==> src/gateway_seed_key_responder_unit_defines.svh <==
// ----------------------------------------------------------------------------
// Gateway seed/key responder: assertion macros
// Shared assertion forms for the responder modules.
// ----------------------------------------------------------------------------
`ifndef GATEWAY_SEED_KEY_RESPONDER_UNIT_DEFINES_SVH
`define GATEWAY_SEED_KEY_RESPONDER_UNIT_DEFINES_SVH

// The consequent must hold in the same cycle as the antecedent.
`define GSK_ASSERT_SAME(label, clk, rst_n, ante, cons, msg) \
    label: assert property (@(posedge clk) disable iff (!rst_n) (ante) |-> (cons)) \
        else $error(msg);

// The consequent must hold in the cycle after the antecedent.
`define GSK_ASSERT_NEXT(label, clk, rst_n, ante, cons, msg) \
    label: assert property (@(posedge clk) disable iff (!rst_n) (ante) |=> (cons)) \
        else $error(msg);

`endif

==> src/gsk_pkg.sv <==
// ----------------------------------------------------------------------------
// Gateway seed/key responder package
// Service codes, request templates, key constants and shared types.
// ----------------------------------------------------------------------------
`default_nettype none

package gsk_pkg;

    localparam logic [7:0] SvcSession  = 8'h10;
    localparam logic [7:0] SvcSecurity = 8'h27;
    localparam logic [7:0] SvcRoutine  = 8'h31;

    localparam logic [7:0] SubSessDefault = 8'h01;
    localparam logic [7:0] SubSessExt     = 8'h03;
    localparam logic [7:0] SubSeedOne     = 8'h41;
    localparam logic [7:0] SubKeyOne      = 8'h42;
    localparam logic [7:0] SubSeedTwo     = 8'h01;
    localparam logic [7:0] SubKeyTwo      = 8'h02;
    localparam logic [7:0] SubRtnStart    = 8'h01;
    localparam logic [7:0] SubRtnDone     = 8'h03;

    localparam logic [7:0] PciLen2 = 8'h02;
    localparam logic [7:0] PciLen4 = 8'h04;
    localparam logic [7:0] PciLen5 = 8'h05;
    localparam logic [7:0] PciLen6 = 8'h06;

    localparam logic [31:0] SeedReqPayload = 32'h3eab000d;
    localparam logic [31:0] RoutinePayload = 32'haaff0000;

    localparam int unsigned ExpBits   = 13;
    localparam logic [ExpBits-1:0] KeyExp = 13'h12e5;
    localparam logic [3:0]  ExpTop    = 4'(ExpBits - 1);
    localparam logic [31:0] BarrettMul = 32'h82b87f05;
    localparam logic [15:0] BarrettLo  = BarrettMul[15:0];
    localparam logic [15:0] BarrettHi  = BarrettMul[31:16];
    localparam logic [31:0] Modulus    = 32'h00003eab;
    localparam logic [31:0] MixXor     = 32'h0000000f;
    localparam logic [31:0] KeyOneXor  = 32'had0779e2;
    localparam logic [6:0]  ShiftBase  = 7'h25;
    localparam logic [4:0]  ShiftFlip  = 5'h08;
    localparam logic [31:0] KeyTwoXor  = 32'hdc8fe1ae;

    typedef enum logic [1:0] {
        KIND_PLAIN,
        KIND_KEY1,
        KIND_KEY2
    } kind_t;

    typedef enum logic [1:0] {
        OP_MUL,
        OP_HI,
        OP_RED,
        OP_LFSR
    } op_t;

    typedef struct packed {
        kind_t       kind;
        logic        send;
        logic        done_res;
        logic [7:0]  pci_byte;
        logic [7:0]  request_service;
        logic [7:0]  request_sub;
        logic [31:0] payload;
    } dec_t;

    // High part of the product with the Barrett factor, built from truncated
    // 16-bit partial products.
    function automatic logic [18:0] mul_hi45(input logic [31:0] a);
        logic [31:0] pll;
        logic [31:0] plh;
        logic [31:0] phl;
        logic [31:0] phh;
        logic [31:0] t1;
        logic [31:0] t2;
        pll = 32'(a[15:0]) * 32'(BarrettLo);
        plh = 32'(a[15:0]) * 32'(BarrettHi);
        phl = 32'(BarrettLo) * 32'(a[31:16]);
        phh = 32'(a[31:16]) * 32'(BarrettHi);
        t1  = {16'd0, pll[31:16]} + plh + phl;
        t2  = {16'd0, t1[31:16]} + phh;
        return t2[31:13];
    endfunction

    function automatic logic [31:0] key_one_mix(input logic [31:0] acc);
        logic [31:0] m;
        logic [31:0] hi;
        logic [31:0] lo;
        m  = ((acc >> 8) + acc) ^ MixXor;
        hi = (acc ^ (m << 8)) & 32'h0000ff00;
        lo = ((acc ^ m) & 32'h000000ff) | hi;
        return {lo[15:0], lo[15:0]} ^ KeyOneXor;
    endfunction

endpackage

`default_nettype wire

==> src/gsk_rsp_if.sv <==
// ----------------------------------------------------------------------------
// Response channel
// Carries one received diagnostic response word with valid/ready.
// ----------------------------------------------------------------------------
`default_nettype none

interface gsk_rsp_if;
    logic        valid;
    logic        ready;
    logic [7:0]  service_id;
    logic [7:0]  response_sub;
    logic [31:0] seed;

    modport source (output valid, output service_id, output response_sub, output seed,
                    input ready);
    modport sink   (input valid, input service_id, input response_sub, input seed,
                    output ready);
endinterface

`default_nettype wire

==> src/gsk_req_if.sv <==
// ----------------------------------------------------------------------------
// Request channel
// Carries one request frame word with valid/ready.
// ----------------------------------------------------------------------------
`default_nettype none

interface gsk_req_if;
    logic        valid;
    logic        ready;
    logic        send;
    logic        done_res;
    logic [7:0]  pci_byte;
    logic [7:0]  request_service;
    logic [7:0]  request_sub;
    logic [31:0] payload;

    modport source (output valid, output send, output done_res, output pci_byte,
                    output request_service, output request_sub, output payload,
                    input ready);
    modport sink   (input valid, input send, input done_res, input pci_byte,
                    input request_service, input request_sub, input payload,
                    output ready);
endinterface

`default_nettype wire

==> src/gsk_decode.sv <==
// ----------------------------------------------------------------------------
// Response decoder
// Maps a response service and subfunction to the request template and the
// kind of key work that it needs.
// ----------------------------------------------------------------------------
`default_nettype none

module gsk_decode (
    input  wire logic [7:0] service_id,
    input  wire logic [7:0] response_sub,
    output gsk_pkg::dec_t   dec
);
    import gsk_pkg::*;

    always_comb
    begin
        dec = '{kind: KIND_PLAIN, send: 1'b1, done_res: 1'b0, pci_byte: 8'd0,
                request_service: 8'd0, request_sub: 8'd0, payload: 32'd0};
        unique case ({service_id, response_sub})
            {SvcSession, SubSessDefault}:
            begin
                dec.pci_byte        = PciLen2;
                dec.request_service = SvcSession;
                dec.request_sub     = SubSessExt;
            end
            {SvcSession, SubSessExt}:
            begin
                dec.pci_byte        = PciLen6;
                dec.request_service = SvcSecurity;
                dec.request_sub     = SubSeedOne;
                dec.payload         = SeedReqPayload;
            end
            {SvcSecurity, SubSeedOne}:
            begin
                dec.kind            = KIND_KEY1;
                dec.pci_byte        = PciLen6;
                dec.request_service = SvcSecurity;
                dec.request_sub     = SubKeyOne;
            end
            {SvcSecurity, SubKeyOne}:
            begin
                dec.pci_byte        = PciLen2;
                dec.request_service = SvcSecurity;
                dec.request_sub     = SubSeedTwo;
            end
            {SvcSecurity, SubSeedTwo}:
            begin
                dec.kind            = KIND_KEY2;
                dec.pci_byte        = PciLen6;
                dec.request_service = SvcSecurity;
                dec.request_sub     = SubKeyTwo;
            end
            {SvcSecurity, SubKeyTwo}:
            begin
                dec.pci_byte        = PciLen5;
                dec.request_service = SvcRoutine;
                dec.request_sub     = SubRtnStart;
                dec.payload         = RoutinePayload;
            end
            {SvcRoutine, SubRtnStart}:
            begin
                dec.pci_byte        = PciLen4;
                dec.request_service = SvcRoutine;
                dec.request_sub     = SubRtnDone;
                dec.payload         = RoutinePayload;
            end
            {SvcRoutine, SubRtnDone}:
            begin
                dec.send     = 1'b0;
                dec.done_res = 1'b1;
            end
            default:
            begin
                dec.send = 1'b0;
            end
        endcase
    end

endmodule

`default_nettype wire

==> src/gsk_arith.sv <==
// ----------------------------------------------------------------------------
// Shared arithmetic unit
// One 32-bit wrapping multiplier with the Barrett quotient estimate, the
// reduction subtract and the shift feedback step, selected by operation.
// ----------------------------------------------------------------------------
`default_nettype none

module gsk_arith (
    input  gsk_pkg::op_t      op,
    input  wire logic [31:0]  a,
    input  wire logic [31:0]  b,
    output logic [31:0]       r
);
    import gsk_pkg::*;

    logic [31:0] mul_a;
    logic [31:0] mul_b;
    logic [31:0] prod;
    logic [31:0] fbw;

    always_comb
    begin
        mul_a = a;
        mul_b = b;
        if (op == OP_RED)
        begin
            mul_a = b;
            mul_b = Modulus;
        end
    end

    assign prod = mul_a * mul_b;
    assign fbw  = ((((((a >> 6) ^ a) >> 12) ^ a) >> 10) ^ a) >> 2;

    always_comb
    begin
        unique case (op)
            OP_MUL:  r = prod;
            OP_HI:   r = {13'd0, mul_hi45(a)};
            OP_RED:  r = a - prod;
            OP_LFSR: r = {a[30:0], fbw[0]};
        endcase
    end

endmodule

`default_nettype wire

==> src/gateway_seed_key_responder_unit.sv <==
// ----------------------------------------------------------------------------
// Gateway seed/key responder
// Answers each diagnostic response word with the next request frame word.
// ----------------------------------------------------------------------------
// The rsp channel takes one response word (service, subfunction, seed) when
// valid and ready are both high; ready is high only while the sequencer idles.
// The req channel gives exactly one request word per response, held in an
// output register until it is taken.
// Plain responses go from acceptance through S_LOAD to the output register.
// Key 1 runs square-and-multiply over the 13 exponent bits: 19 modular
// products (12 squarings and 7 multiplies, with no squaring after the top
// bit), each through S_MUL, S_HI and S_RED of the shared multiplier (product,
// quotient estimate, subtract).
// Key 2 runs the shift feedback register one step per cycle, 37 to 65 steps
// set by seed bits 28 to 26.
// The next response is taken in the cycle after a result reaches the output
// register.
// A new response is accepted while the previous request word still waits.
// If the receiver stalls, a finished result waits in the sequencer until the
// output register is free, and no further response is accepted meanwhile.
// Reset clears the sequencer and empties the output register.
// ----------------------------------------------------------------------------
`default_nettype none

`include "gateway_seed_key_responder_unit_defines.svh"

module gateway_seed_key_responder_unit (
    input  wire logic clk,
    input  wire logic rst_n,
    gsk_rsp_if.sink   rsp,
    gsk_req_if.source req
);
    import gsk_pkg::*;

    typedef enum logic [5:0] {
        S_IDLE  = 6'b000001,
        S_MUL   = 6'b000010,
        S_HI    = 6'b000100,
        S_RED   = 6'b001000,
        S_SHIFT = 6'b010000,
        S_LOAD  = 6'b100000
    } state_t;

    state_t      state_reg, state_next;
    dec_t        dec_reg, dec_next;
    logic [31:0] acc_reg, acc_next;
    logic [31:0] base_reg, base_next;
    logic [31:0] p_reg, p_next;
    logic [18:0] q_reg, q_next;
    logic [3:0]  ebit_reg, ebit_next;
    logic        tgt_base_reg, tgt_base_next;
    logic [6:0]  cnt_reg, cnt_next;
    logic        out_valid_reg, out_valid_next;
    logic        send_reg, done_res_reg;
    logic [7:0]  pci_reg, rsvc_reg, rsub_reg;
    logic [31:0] payload_reg, payload_next;

    dec_t        dec;
    op_t         op;
    logic [31:0] op_a;
    logic [31:0] op_b;
    logic [31:0] res;
    logic [3:0]  ebit_inc;
    logic        load;

    gsk_decode u_decode (
        .service_id   (rsp.service_id),
        .response_sub (rsp.response_sub),
        .dec          (dec)
    );

    gsk_arith u_arith (
        .op (op),
        .a  (op_a),
        .b  (op_b),
        .r  (res)
    );

    assign rsp.ready = (state_reg == S_IDLE);
    assign ebit_inc  = ebit_reg + 4'd1;
    assign load      = (state_reg == S_LOAD) && (!out_valid_reg || req.ready);

    always_comb
    begin
        op   = OP_MUL;
        op_a = p_reg;
        op_b = {13'd0, q_reg};
        unique case (state_reg)
            S_MUL:
            begin
                op   = OP_MUL;
                op_a = tgt_base_reg ? base_reg : acc_reg;
                op_b = base_reg;
            end
            S_HI:    op = OP_HI;
            S_RED:   op = OP_RED;
            S_SHIFT:
            begin
                op   = OP_LFSR;
                op_a = acc_reg;
            end
            default: op = OP_MUL;
        endcase
    end

    always_comb
    begin
        state_next    = state_reg;
        dec_next      = dec_reg;
        acc_next      = acc_reg;
        base_next     = base_reg;
        p_next        = p_reg;
        q_next        = q_reg;
        ebit_next     = ebit_reg;
        tgt_base_next = tgt_base_reg;
        cnt_next      = cnt_reg;
        unique case (state_reg)
            S_IDLE:
            begin
                if (rsp.valid)
                begin
                    dec_next      = dec;
                    base_next     = {16'd0, rsp.seed[15:0]};
                    ebit_next     = 4'd0;
                    tgt_base_next = !KeyExp[0];
                    cnt_next      = ShiftBase
                                  + 7'({rsp.seed[28:26], 2'b00} ^ ShiftFlip);
                    unique case (dec.kind)
                        KIND_KEY1:
                        begin
                            acc_next   = 32'd1;
                            state_next = S_MUL;
                        end
                        KIND_KEY2:
                        begin
                            acc_next   = rsp.seed;
                            state_next = S_SHIFT;
                        end
                        default: state_next = S_LOAD;
                    endcase
                end
            end
            S_MUL:
            begin
                p_next     = res;
                state_next = S_HI;
            end
            S_HI:
            begin
                q_next     = res[18:0];
                state_next = S_RED;
            end
            S_RED:
            begin
                if (tgt_base_reg)
                begin
                    base_next     = res;
                    ebit_next     = ebit_inc;
                    tgt_base_next = !KeyExp[ebit_inc];
                    state_next    = S_MUL;
                end
                else
                begin
                    acc_next = res;
                    if (ebit_reg == ExpTop)
                    begin
                        state_next = S_LOAD;
                    end
                    else
                    begin
                        tgt_base_next = 1'b1;
                        state_next    = S_MUL;
                    end
                end
            end
            S_SHIFT:
            begin
                acc_next = res;
                cnt_next = cnt_reg - 7'd1;
                if (cnt_reg == 7'd1)
                begin
                    state_next = S_LOAD;
                end
            end
            S_LOAD:
            begin
                if (load)
                begin
                    state_next = S_IDLE;
                end
            end
            default: state_next = S_IDLE;
        endcase
    end

    always_comb
    begin
        unique case (dec_reg.kind)
            KIND_KEY1: payload_next = key_one_mix(acc_reg);
            KIND_KEY2: payload_next = acc_reg ^ KeyTwoXor;
            default:   payload_next = dec_reg.payload;
        endcase
    end

    always_comb
    begin
        out_valid_next = out_valid_reg;
        if (load)
        begin
            out_valid_next = 1'b1;
        end
        else if (req.ready)
        begin
            out_valid_next = 1'b0;
        end
    end

    always_ff @(posedge clk or negedge rst_n)
    begin
        if (!rst_n)
        begin
            state_reg     <= S_IDLE;
            out_valid_reg <= 1'b0;
        end
        else
        begin
            state_reg     <= state_next;
            out_valid_reg <= out_valid_next;
        end
    end

    always_ff @(posedge clk)
    begin
        dec_reg      <= dec_next;
        acc_reg      <= acc_next;
        base_reg     <= base_next;
        p_reg        <= p_next;
        q_reg        <= q_next;
        ebit_reg     <= ebit_next;
        tgt_base_reg <= tgt_base_next;
        cnt_reg      <= cnt_next;
        if (load)
        begin
            send_reg     <= dec_reg.send;
            done_res_reg <= dec_reg.done_res;
            pci_reg      <= dec_reg.pci_byte;
            rsvc_reg     <= dec_reg.request_service;
            rsub_reg     <= dec_reg.request_sub;
            payload_reg  <= payload_next;
        end
    end

    assign req.valid           = out_valid_reg;
    assign req.send            = send_reg;
    assign req.done_res        = done_res_reg;
    assign req.pci_byte        = pci_reg;
    assign req.request_service = rsvc_reg;
    assign req.request_sub     = rsub_reg;
    assign req.payload         = payload_reg;

    `GSK_ASSERT_NEXT(a_accept_leaves_idle, clk, rst_n, rsp.valid && rsp.ready, state_reg != S_IDLE, "accepted word did not start work")
    `GSK_ASSERT_SAME(a_exp_bit_range, clk, rst_n, state_reg == S_MUL, ebit_reg <= ExpTop, "exponent bit index out of range")
    `GSK_ASSERT_SAME(a_send_done_excl, clk, rst_n, out_valid_reg, !(send_reg && done_res_reg), "send and done both set")
    `GSK_ASSERT_NEXT(a_load_waits, clk, rst_n, state_reg == S_LOAD && out_valid_reg && !req.ready, state_reg == S_LOAD, "result dropped while output stalled")

endmodule

`default_nettype wire
==> src/flat_wrapper.sv <==
// flat-port wrapper written by rule: the top's interface ports become plain ports
module gateway_seed_key_responder_unit_flat import gsk_pkg::*;
  (clk, rst_n, rsp_valid, rsp_service_id, rsp_response_sub, rsp_seed, rsp_ready, req_valid, req_send, req_done_res, req_pci_byte, req_request_service, req_request_sub, req_payload, req_ready);
  gsk_rsp_if rsp_i ();
  gsk_req_if req_i ();
  input  wire logic clk;
  input  wire logic rst_n;
  input wire logic [$bits(rsp_i.valid)-1:0] rsp_valid;
  input wire logic [$bits(rsp_i.service_id)-1:0] rsp_service_id;
  input wire logic [$bits(rsp_i.response_sub)-1:0] rsp_response_sub;
  input wire logic [$bits(rsp_i.seed)-1:0] rsp_seed;
  output wire logic [$bits(rsp_i.ready)-1:0] rsp_ready;
  output wire logic [$bits(req_i.valid)-1:0] req_valid;
  output wire logic [$bits(req_i.send)-1:0] req_send;
  output wire logic [$bits(req_i.done_res)-1:0] req_done_res;
  output wire logic [$bits(req_i.pci_byte)-1:0] req_pci_byte;
  output wire logic [$bits(req_i.request_service)-1:0] req_request_service;
  output wire logic [$bits(req_i.request_sub)-1:0] req_request_sub;
  output wire logic [$bits(req_i.payload)-1:0] req_payload;
  input wire logic [$bits(req_i.ready)-1:0] req_ready;
  assign rsp_i.valid = rsp_valid;
  assign rsp_i.service_id = rsp_service_id;
  assign rsp_i.response_sub = rsp_response_sub;
  assign rsp_i.seed = rsp_seed;
  assign rsp_ready = rsp_i.ready;
  assign req_valid = req_i.valid;
  assign req_send = req_i.send;
  assign req_done_res = req_i.done_res;
  assign req_pci_byte = req_i.pci_byte;
  assign req_request_service = req_i.request_service;
  assign req_request_sub = req_i.request_sub;
  assign req_payload = req_i.payload;
  assign req_i.ready = req_ready;
  gateway_seed_key_responder_unit u_core (.clk(clk), .rst_n(rst_n), .rsp(rsp_i), .req(req_i));
endmodule
==> config.mk <==
export PLATFORM = sky130hd
export DESIGN_NAME = gateway_seed_key_responder_unit_flat
export DESIGN_NICKNAME = d
export VERILOG_FILES = /design/src/gsk_pkg.sv /design/src/gsk_rsp_if.sv /design/src/gsk_req_if.sv /design/src/gsk_decode.sv /design/src/gsk_arith.sv /design/src/gateway_seed_key_responder_unit.sv /design/src/flat_wrapper.sv
export VERILOG_INCLUDE_DIRS = /design/src /design/src/src
export SDC_FILE = /design/constraint.sdc
export NUM_CORES = 2
export LEC_CHECK = 0
export ABC_AREA = 1
export BUFFER_PORTS_ARGS = -buffer_cell sky130_fd_sc_hd__buf_4
export CORE_MARGIN = 5
export CORE_UTILIZATION = 56
export CTS_CLUSTER_SIZE = 24
export DETAILED_ROUTE_END_ITERATION = 6
export PLACE_DENSITY_LB_ADDON = 0.1
export SETUP_SLACK_MARGIN = 0.02
export SLEW_MARGIN = 0
export SYNTH_ARGS = -nofsm -noshare
export SYNTH_HDL_FRONTEND = slang
export SYNTH_SLANG_ARGS = --single-unit
==> constraint.sdc <==
create_clock -name clk -period 14.75 [get_ports clk]
set_input_delay 0 -clock clk [delete_from_list [all_inputs] [get_ports clk]]
set_output_delay 0 -clock clk [all_outputs]
set_load 0.01 [all_outputs]
Yosys cells after proc, flatten, opt, wreduce, memory -nomap -nowiden
Memories as Yosys holds them, arrays and structs flattened.
Cells that the tools add are included.
{"block": "word_totals", "regBits": 252, "latchBits": 0, "mem_bits_rw": 0, "romBits": 16, "inputBits": 52, "out_inout_bits": 60, "wordCells": 132, "mem_count": 1}
{"name": "(name not given)", "words": 16, "width": 1, "read_ports": 1, "rd_ports_with_merged_regs": 0, "write_ports": 0, "line": "gateway_seed_key_responder_unit.sv:159", "source": "tgt_base_next = !KeyExp[ebit_inc];"}
{"block": "classes", "n_addsub": 8, "multipliers": 5, "div_mod_pow": 0, "magnitude_cmp": 1, "n_eq_ne": 29, "shifts": 0, "mux": 39, "n_bitwise": 10, "reduce_logical": 17}
{"cell": "$pmux W32 S2", "count": 5}
{"cell": "$mux W32", "count": 8}
{"cell": "$pmux W19 S7", "count": 1}
{"cell": "$pmux W32 S4", "count": 1}
{"cell": "$eq A16 B14 Y1 const B", "count": 6}
{"cell": "$pmux W32 S3", "count": 1}
{"cell": "$mul A16 B13 Y29 const B", "count": 2}
{"cell": "$pmux W6 S6", "count": 1}
{"cell": "$add A15 B32 Y32", "count": 1}
{"cell": "$add A16 B32 Y32", "count": 1}
{"cell": "$add A32 B31 Y32", "count": 1}
{"cell": "$eq A16 B13 Y1 const B", "count": 2}
{"cell": "$mul A32 B32 Y32", "count": 1}
{"cell": "$sub A32 B32 Y32", "count": 1}
{"cell": "$mul A15 B16 Y31 const A", "count": 1}
{"cell": "$mul A16 B15 Y31 const B", "count": 1}
{"cell": "$mux W6", "count": 5}
{"cell": "$xor A25 B25 Y25", "count": 1}
{"cell": "$not A19 Y19", "count": 1}
{"cell": "$not A17 Y17", "count": 1}
{"cell": "$or A8 B16 Y16", "count": 1}
{"cell": "$xor A16 B16 Y16", "count": 1}
{"cell": "$pmux W7 S2", "count": 1}
{"cell": "$xor A13 B13 Y13", "count": 1}
{"cell": "41 further kinds", "count": 63}

Longest topological paths before layout
{"block": "logic_depth", "ltp_word": 9, "depth_mapped": 70, "mapped_depth_nobuf": 69}

By module
Synthesis repeated with hierarchy kept, for this count alone.
{"block": "unflattened", "hier_cells": 5784, "hier_area_um2": 47311.6}
{"module": "gsk_arith", "n_inst": 1, "cells_per_inst": 4636, "area_each_um2": 35343.9, "seq_area_each_um2": 0.0}
{"module": "gateway_seed_key_responder_unit", "n_inst": 1, "cells_per_inst": 1021, "area_each_um2": 11238.3, "seq_area_each_um2": 7533.5}
{"module": "gsk_decode", "n_inst": 1, "cells_per_inst": 127, "area_each_um2": 729.4, "seq_area_each_um2": 0.0}

Least setup slack after synthesis
OpenSTA, ideal clock, no wires.
{"block": "synth_path", "path_type": "register -> register", "startpoint": "reg u_core.state_reg[3]", "endpoint": "reg u_core.p_reg[16], data pin", "setup_time_ns": 0.265, "t_arrival_ns": 11.975, "required_time_ns": 14.485, "slack_ns": 2.511, "path_stages_with_launch": 68, "path_buffers": 4, "synth_period_minus_slack_ns": 12.239, "cell_sequence": "dfrtp_1 -> nor2_4 -> buf_6 -> nand2_4 -> nor2_8 -> buf_6 -> o211ai_2 -> nand3_4 -> inv_2 -> clkbuf_1 -> nor2_1 -> inv_1 -> nand2_1 -> inv_1 -> ha_1 -> or2_2 -> fa_1 -> fa_1 -> (+32 left out) -> nand2_1 -> o211ai_1 -> a21oi_1 -> o21ai_0 -> xor2_1 -> ha_1 -> nand2_1 -> nor2_1 -> nand3_1 -> o21ai_0 -> inv_1 -> nand2_1 -> buf_4 -> nand4_1 -> nand2_1 -> inv_1 -> nand2_1 -> nand3_1"}
{"block": "synth_via", "elab_chain_len": 7, "elab_cells_between_ends": 23, "classes_between": "4 x add/sub; 5 x mul; 7 x eq/ne; 6 x mux; 1 x reduce/logical"}
{"item": "from (decl)", "line": "gateway_seed_key_responder_unit.sv:44", "source": "state_t state_reg, state_next;"}
{"item": "from (signal assigned)", "line": "gateway_seed_key_responder_unit.sv:227", "source": "state_reg <= state_next;"}
{"item": "$eq A6 B5 Y1, or another cell as far along", "line": "gateway_seed_key_responder_unit.sv:88", "source": "unique case (state_reg)"}
{"item": "$pmux W32 S2 / $pmux W2 S3 (equally long branches)", "line": "gateway_seed_key_responder_unit.sv:88"}
{"item": "$mul A16 B15 Y31, or another cell as far along", "line": "gsk_pkg.sv:75", "source": "pll = 32'(a[15:0]) * 32'(BarrettLo);"}
{"item": "$add A15 B32 Y32 / $mux W32 (equally long branches)", "line": "gsk_pkg.sv:79, gsk_arith.sv:25"}
{"item": "$add A32 B31 Y32 / $mul A32 B32 Y32 (equally long branches)", "line": "gsk_pkg.sv:79, gsk_arith.sv:32"}
{"item": "$add A16 B32 Y32 / $sub A32 B32 Y32 (equally long branches)", "line": "gsk_pkg.sv:80, gsk_arith.sv:40"}
{"item": "$pmux W32 S4 (*)", "line": "gsk_arith.sv:37", "source": "unique case (op)"}
{"item": "net u_core.res[16]", "line": "gateway_seed_key_responder_unit.sv:62", "source": "logic [31:0] res;"}
{"item": "to (signal assigned)", "line": "gateway_seed_key_responder_unit.sv:237", "source": "p_reg <= p_next;"}
{"item": "to (decl)", "line": "gateway_seed_key_responder_unit.sv:48", "source": "logic [31:0] p_reg, p_next;"}
Mark *: on every way through the listed nets, which the timed path passes. The rest lies on a longest branch.
A chain may end at the register's enable or synchronous reset.

Final worst setup path
{"block": "layout_path", "startpoint": "reg u_core.state_reg[3]", "endpoint": "reg u_core.q_reg[10], data pin"}
{"block": "layout_via", "elab_chain_len": 7, "elab_cells_between_ends": 23, "classes_between": "4 x add/sub; 5 x mul; 7 x eq/ne; 6 x mux; 1 x reduce/logical"}
{"item": "$eq A6 B5 Y1, or another cell as far along", "line": "gateway_seed_key_responder_unit.sv:88"}
{"item": "$pmux W32 S2 / $pmux W2 S3 (equally long branches)", "line": "gateway_seed_key_responder_unit.sv:88"}
{"item": "$mul A16 B15 Y31, or another cell as far along", "line": "gsk_pkg.sv:75"}
{"item": "$add A15 B32 Y32 / $mux W32 (equally long branches)", "line": "gsk_pkg.sv:79, gsk_arith.sv:25"}
{"item": "$add A32 B31 Y32 / $mul A32 B32 Y32 (equally long branches)", "line": "gsk_pkg.sv:79, gsk_arith.sv:32"}
{"item": "$add A16 B32 Y32 / $sub A32 B32 Y32 (equally long branches)", "line": "gsk_pkg.sv:80, gsk_arith.sv:40"}
{"item": "$pmux W32 S4 (*)", "line": "gsk_arith.sv:37"}
{"item": "net u_core.res[10]", "line": "gateway_seed_key_responder_unit.sv:62"}
{"item": "to (signal assigned)", "line": "gateway_seed_key_responder_unit.sv:238", "source": "q_reg <= q_next;"}
{"item": "to (decl)", "line": "gateway_seed_key_responder_unit.sv:49", "source": "logic [18:0] q_reg, q_next;"}
Marked as above.

==> out/results.txt <==
clock group share of total power: 24.6%
share of layout cells above drive strength 1: 5.79%
I/O pin count: 112
Clock transition at path regs: 0.08 ns
post-layout min period: 14.03 ns
synth warn: 0
Distinct cells, synth: 66
share of the synthesized area in the top cell type: 30.6%
initial antenna violation count: 4
combinational power share: 29.0%
asr flop ratio synth: 3.63%
GP Congestion: 1.05
hold crit path type: in -> reg
root buf cell: clkbuf_16
LEAKAGE: 0.0256 uW
delay of the slowest critical-path stage: 0.56 ns
Multi-input gate area: 33000 um2
FF+latch count, synth: 193
Filler cells: 7248
CP Data Arrival Time: 14.21 ns
Core Region: 79000 um2
Worst setup EP type: register
register share of total power: 46.4%
vias: 37729
CP required: 14.93 ns
Max-cap violations: 0
failing checks: design-rule violations
final hold vios: 0
Finish-stage setup viols: 0
register area: 5760 um2
ys flop type: edfxtp_1
total power: 1880 uW
synthesized cell area: 44700 um2
hpwl dp: 127 mm
most frequent CP cell: nand2_1
number of global-route vias before repair: 37352
top cells by area, synth: fa_1, ha_1, edfxtp_1
setup bufs post-CTS: 0
DIE WIDTH: 292 um
die area: 85500 um2
Int Power: 1160 uW
sequential area share after synthesis: 12.9%
Die Y: 292 um
sw power: 723 uW
Tot GR Track Use: 35.8%
area leader, netlist: fa_1
fmax: 71.3 MHz
Worst-Skew Late Latency: 0.46 ns
family with the most delay on the worst path: adder cells
vias per inst: 5.62
grt total ovfl: 0
slew of the pin with the lowest slew margin: 1.39 ns
Buffers on Ports: 98
Gate Count Post-Synth: 5527
switch share: 38.4%
number of remaining DRC errors: 20
CTS tree: yes
fin crit share: 95.1%
Final ANT Viol Nets: 0
Final nets: 6959
initial core utilization: 56.5%
crit path kind: reg -> reg
most frequent cell after synthesis: inv_1
Bufs and invs on worst path: 11
CP max FO: 23
WL/cell: 22.8 um
Slew Limit Headroom: 6.43%
mean area per synthesized cell: 8.08 um2
Setup TNS Final: 0 ns
H-tree depth: 4
largest net degree at the start of global routing: 53
CP Launch Type: register
P&R area growth vs syn: 6.77%
pwr dens: 39.5 nW/um2
slowest CP cell: fa_1
Final Max Tran Viols: 0
synth cell count leaders: inv_1, nand2_1, fa_1, ha_1, nor2_1
num rows: 103
DR pass1 iterations: 7
status: finished with violations
DRT iter0 DRCs: 3796
number of synthesized flops with an enable pin: 186
Layout Skew: 0.0133 ns
Peak VDD IR: 0.000138 V
RSZ-0062 raised after global routing: no
total wire length: 153 mm
global-route wire length before repair: 230 mm
# clock sinks: 193
Num CTS Buffers: 17
Clock Path Buffers: 2
power by group through the flow:
stage	Combinational (uW)	Sequential (uW)	Clock, uW
after floorplan	304	842	0
after global placement	521	880	0
after detailed placement	523	880	0
after CTS	535	868	463
after global routing	589	876	488
final	546	874	465
kinds of logic after synthesis:
| group | Yosys count | share of synthesized area (%) |
|---|---|---|
| compound gates | 532 | 6.64 |
| xor+xnor | 127 | 2.52 |
| fa+ha+maj | 1254 | 46.6 |
| buf+inv | 1542 | 13.4 |
| flops | 193 | 12.9 |
| other cells | 1 | 0.00840 |
| simple gates | 1878 | 17.9 |
placed cells by master (no fill, tap or decap), types with 5 or more instances in the layout:
master         netlist  routed
a211oi_1             6       6
a21boi_0             7       7
a21o_1               9       9
a21oi_1            229     229
a31oi_1             12      12
buf_4               21     167
clkbuf_16            0      17
clkinv_1             8       8
conb_1               1      13
dfrtp_1              6       6
dlygate4sd3_1        0      44
edfxtp_1           186     186
fa_1               683     683
ha_1               571     571
inv_1             1396    1396
inv_2               18      18
inv_6                0       5
nand2_1           1131    1131
nand2_2             25      25
nand3_1            208     208
nand3_2             16      16
nand3_4              5       5
nand3b_1            21      21
nand4_1             39      39
nor2_1             337     334
nor2_2              12      13
nor2_4               6       8
nor3_1              29      28
nor4_1              13      13
o211ai_1            17      17
o21a_1               9       9
o21ai_0            169     168
o21ai_1             26      27
o21bai_1            13      13
o22ai_1             11      11
or2_2               22      22
xnor2_1             52      52
xor2_1              74      74
through the flow:
step                      hold WS [ns]  instance area (um2)  cells  util (%)  setup slack, ns
final                           0.0258                47700   6718      60.4            0.725
after detailed placement        -0.173                46700   6640      59.1            0.977
after global routing            0.0314                47700   6716      60.4           0.0732
after CTS                      0.00753                47700   6716      60.4            0.950
after floorplan                 -0.296                44700   5539         -             2.51
after global placement          -0.174                46700   6640      59.1             1.15
area by class of cell:
class	instances	share of cell area, %
Timing Repair Buffer	211	3.55
Sequential cell	193	12.1
Clock inverter	13	0.291
Clock buffer	19	0.908
Antenna cell	2	0.0105
Tap cell	1050	2.75
Multi-Input combinational cell	3804	69.2
Inverter	1426	11.2
worst reg2reg max path, delay by kind of cell, from the launching register on:
| kind | cells | cell delay, ns |
|---|---|---|
| xor+xnor | 2 | 0.40 |
| flops | 1 | 0.43 |
| fa+ha+maj | 13 | 5.38 |
| buf+inv | 11 | 0.98 |
| compound gates | 18 | 3.40 |
| simple gates | 20 | 3.16 |
final timing paths:
kind                                             endpoint  slack, ns                start  depth (start not counted)
worst max-delay path                     u_core.q_reg[10]       0.72  u_core.state_reg[3]                         64
worst min-delay path                   u_core.dec_reg[56]       0.03    rsp_service_id[6]                          6
worst max register to register           u_core.q_reg[10]       0.72  u_core.state_reg[3]                         64
worst min register to register  u_core.req.request_sub[0]       0.42   u_core.dec_reg[32]                          0
max in group asynchronous                u_core.req.valid      13.93                rst_n                          3
min in group asynchronous             u_core.state_reg[0]       0.04                rst_n                          2
metal layers:
metal | vias to the layer above | part of all wire, % | GRT usage (%)
met5 | - | 0.014 | 0
met4 | 4 | 6.1 | 16.3
met3 | 422 | 10 | 7.14
met2 | 1909 | 43 | 54.0
met1 | 18243 | 41 | 50.3
li1 | 17151 | - | -
timing repair:
| action | in CTS | in global routing |
|---|---|---|
| endpoints found under the hold margin | 56 | 0 |
| hold buffers | 44 | 0 |
| resized for setup | 0 | 1 |
| endpoints found under the setup margin | 0 | 10 |
Power figures use the tool's default switching activity.
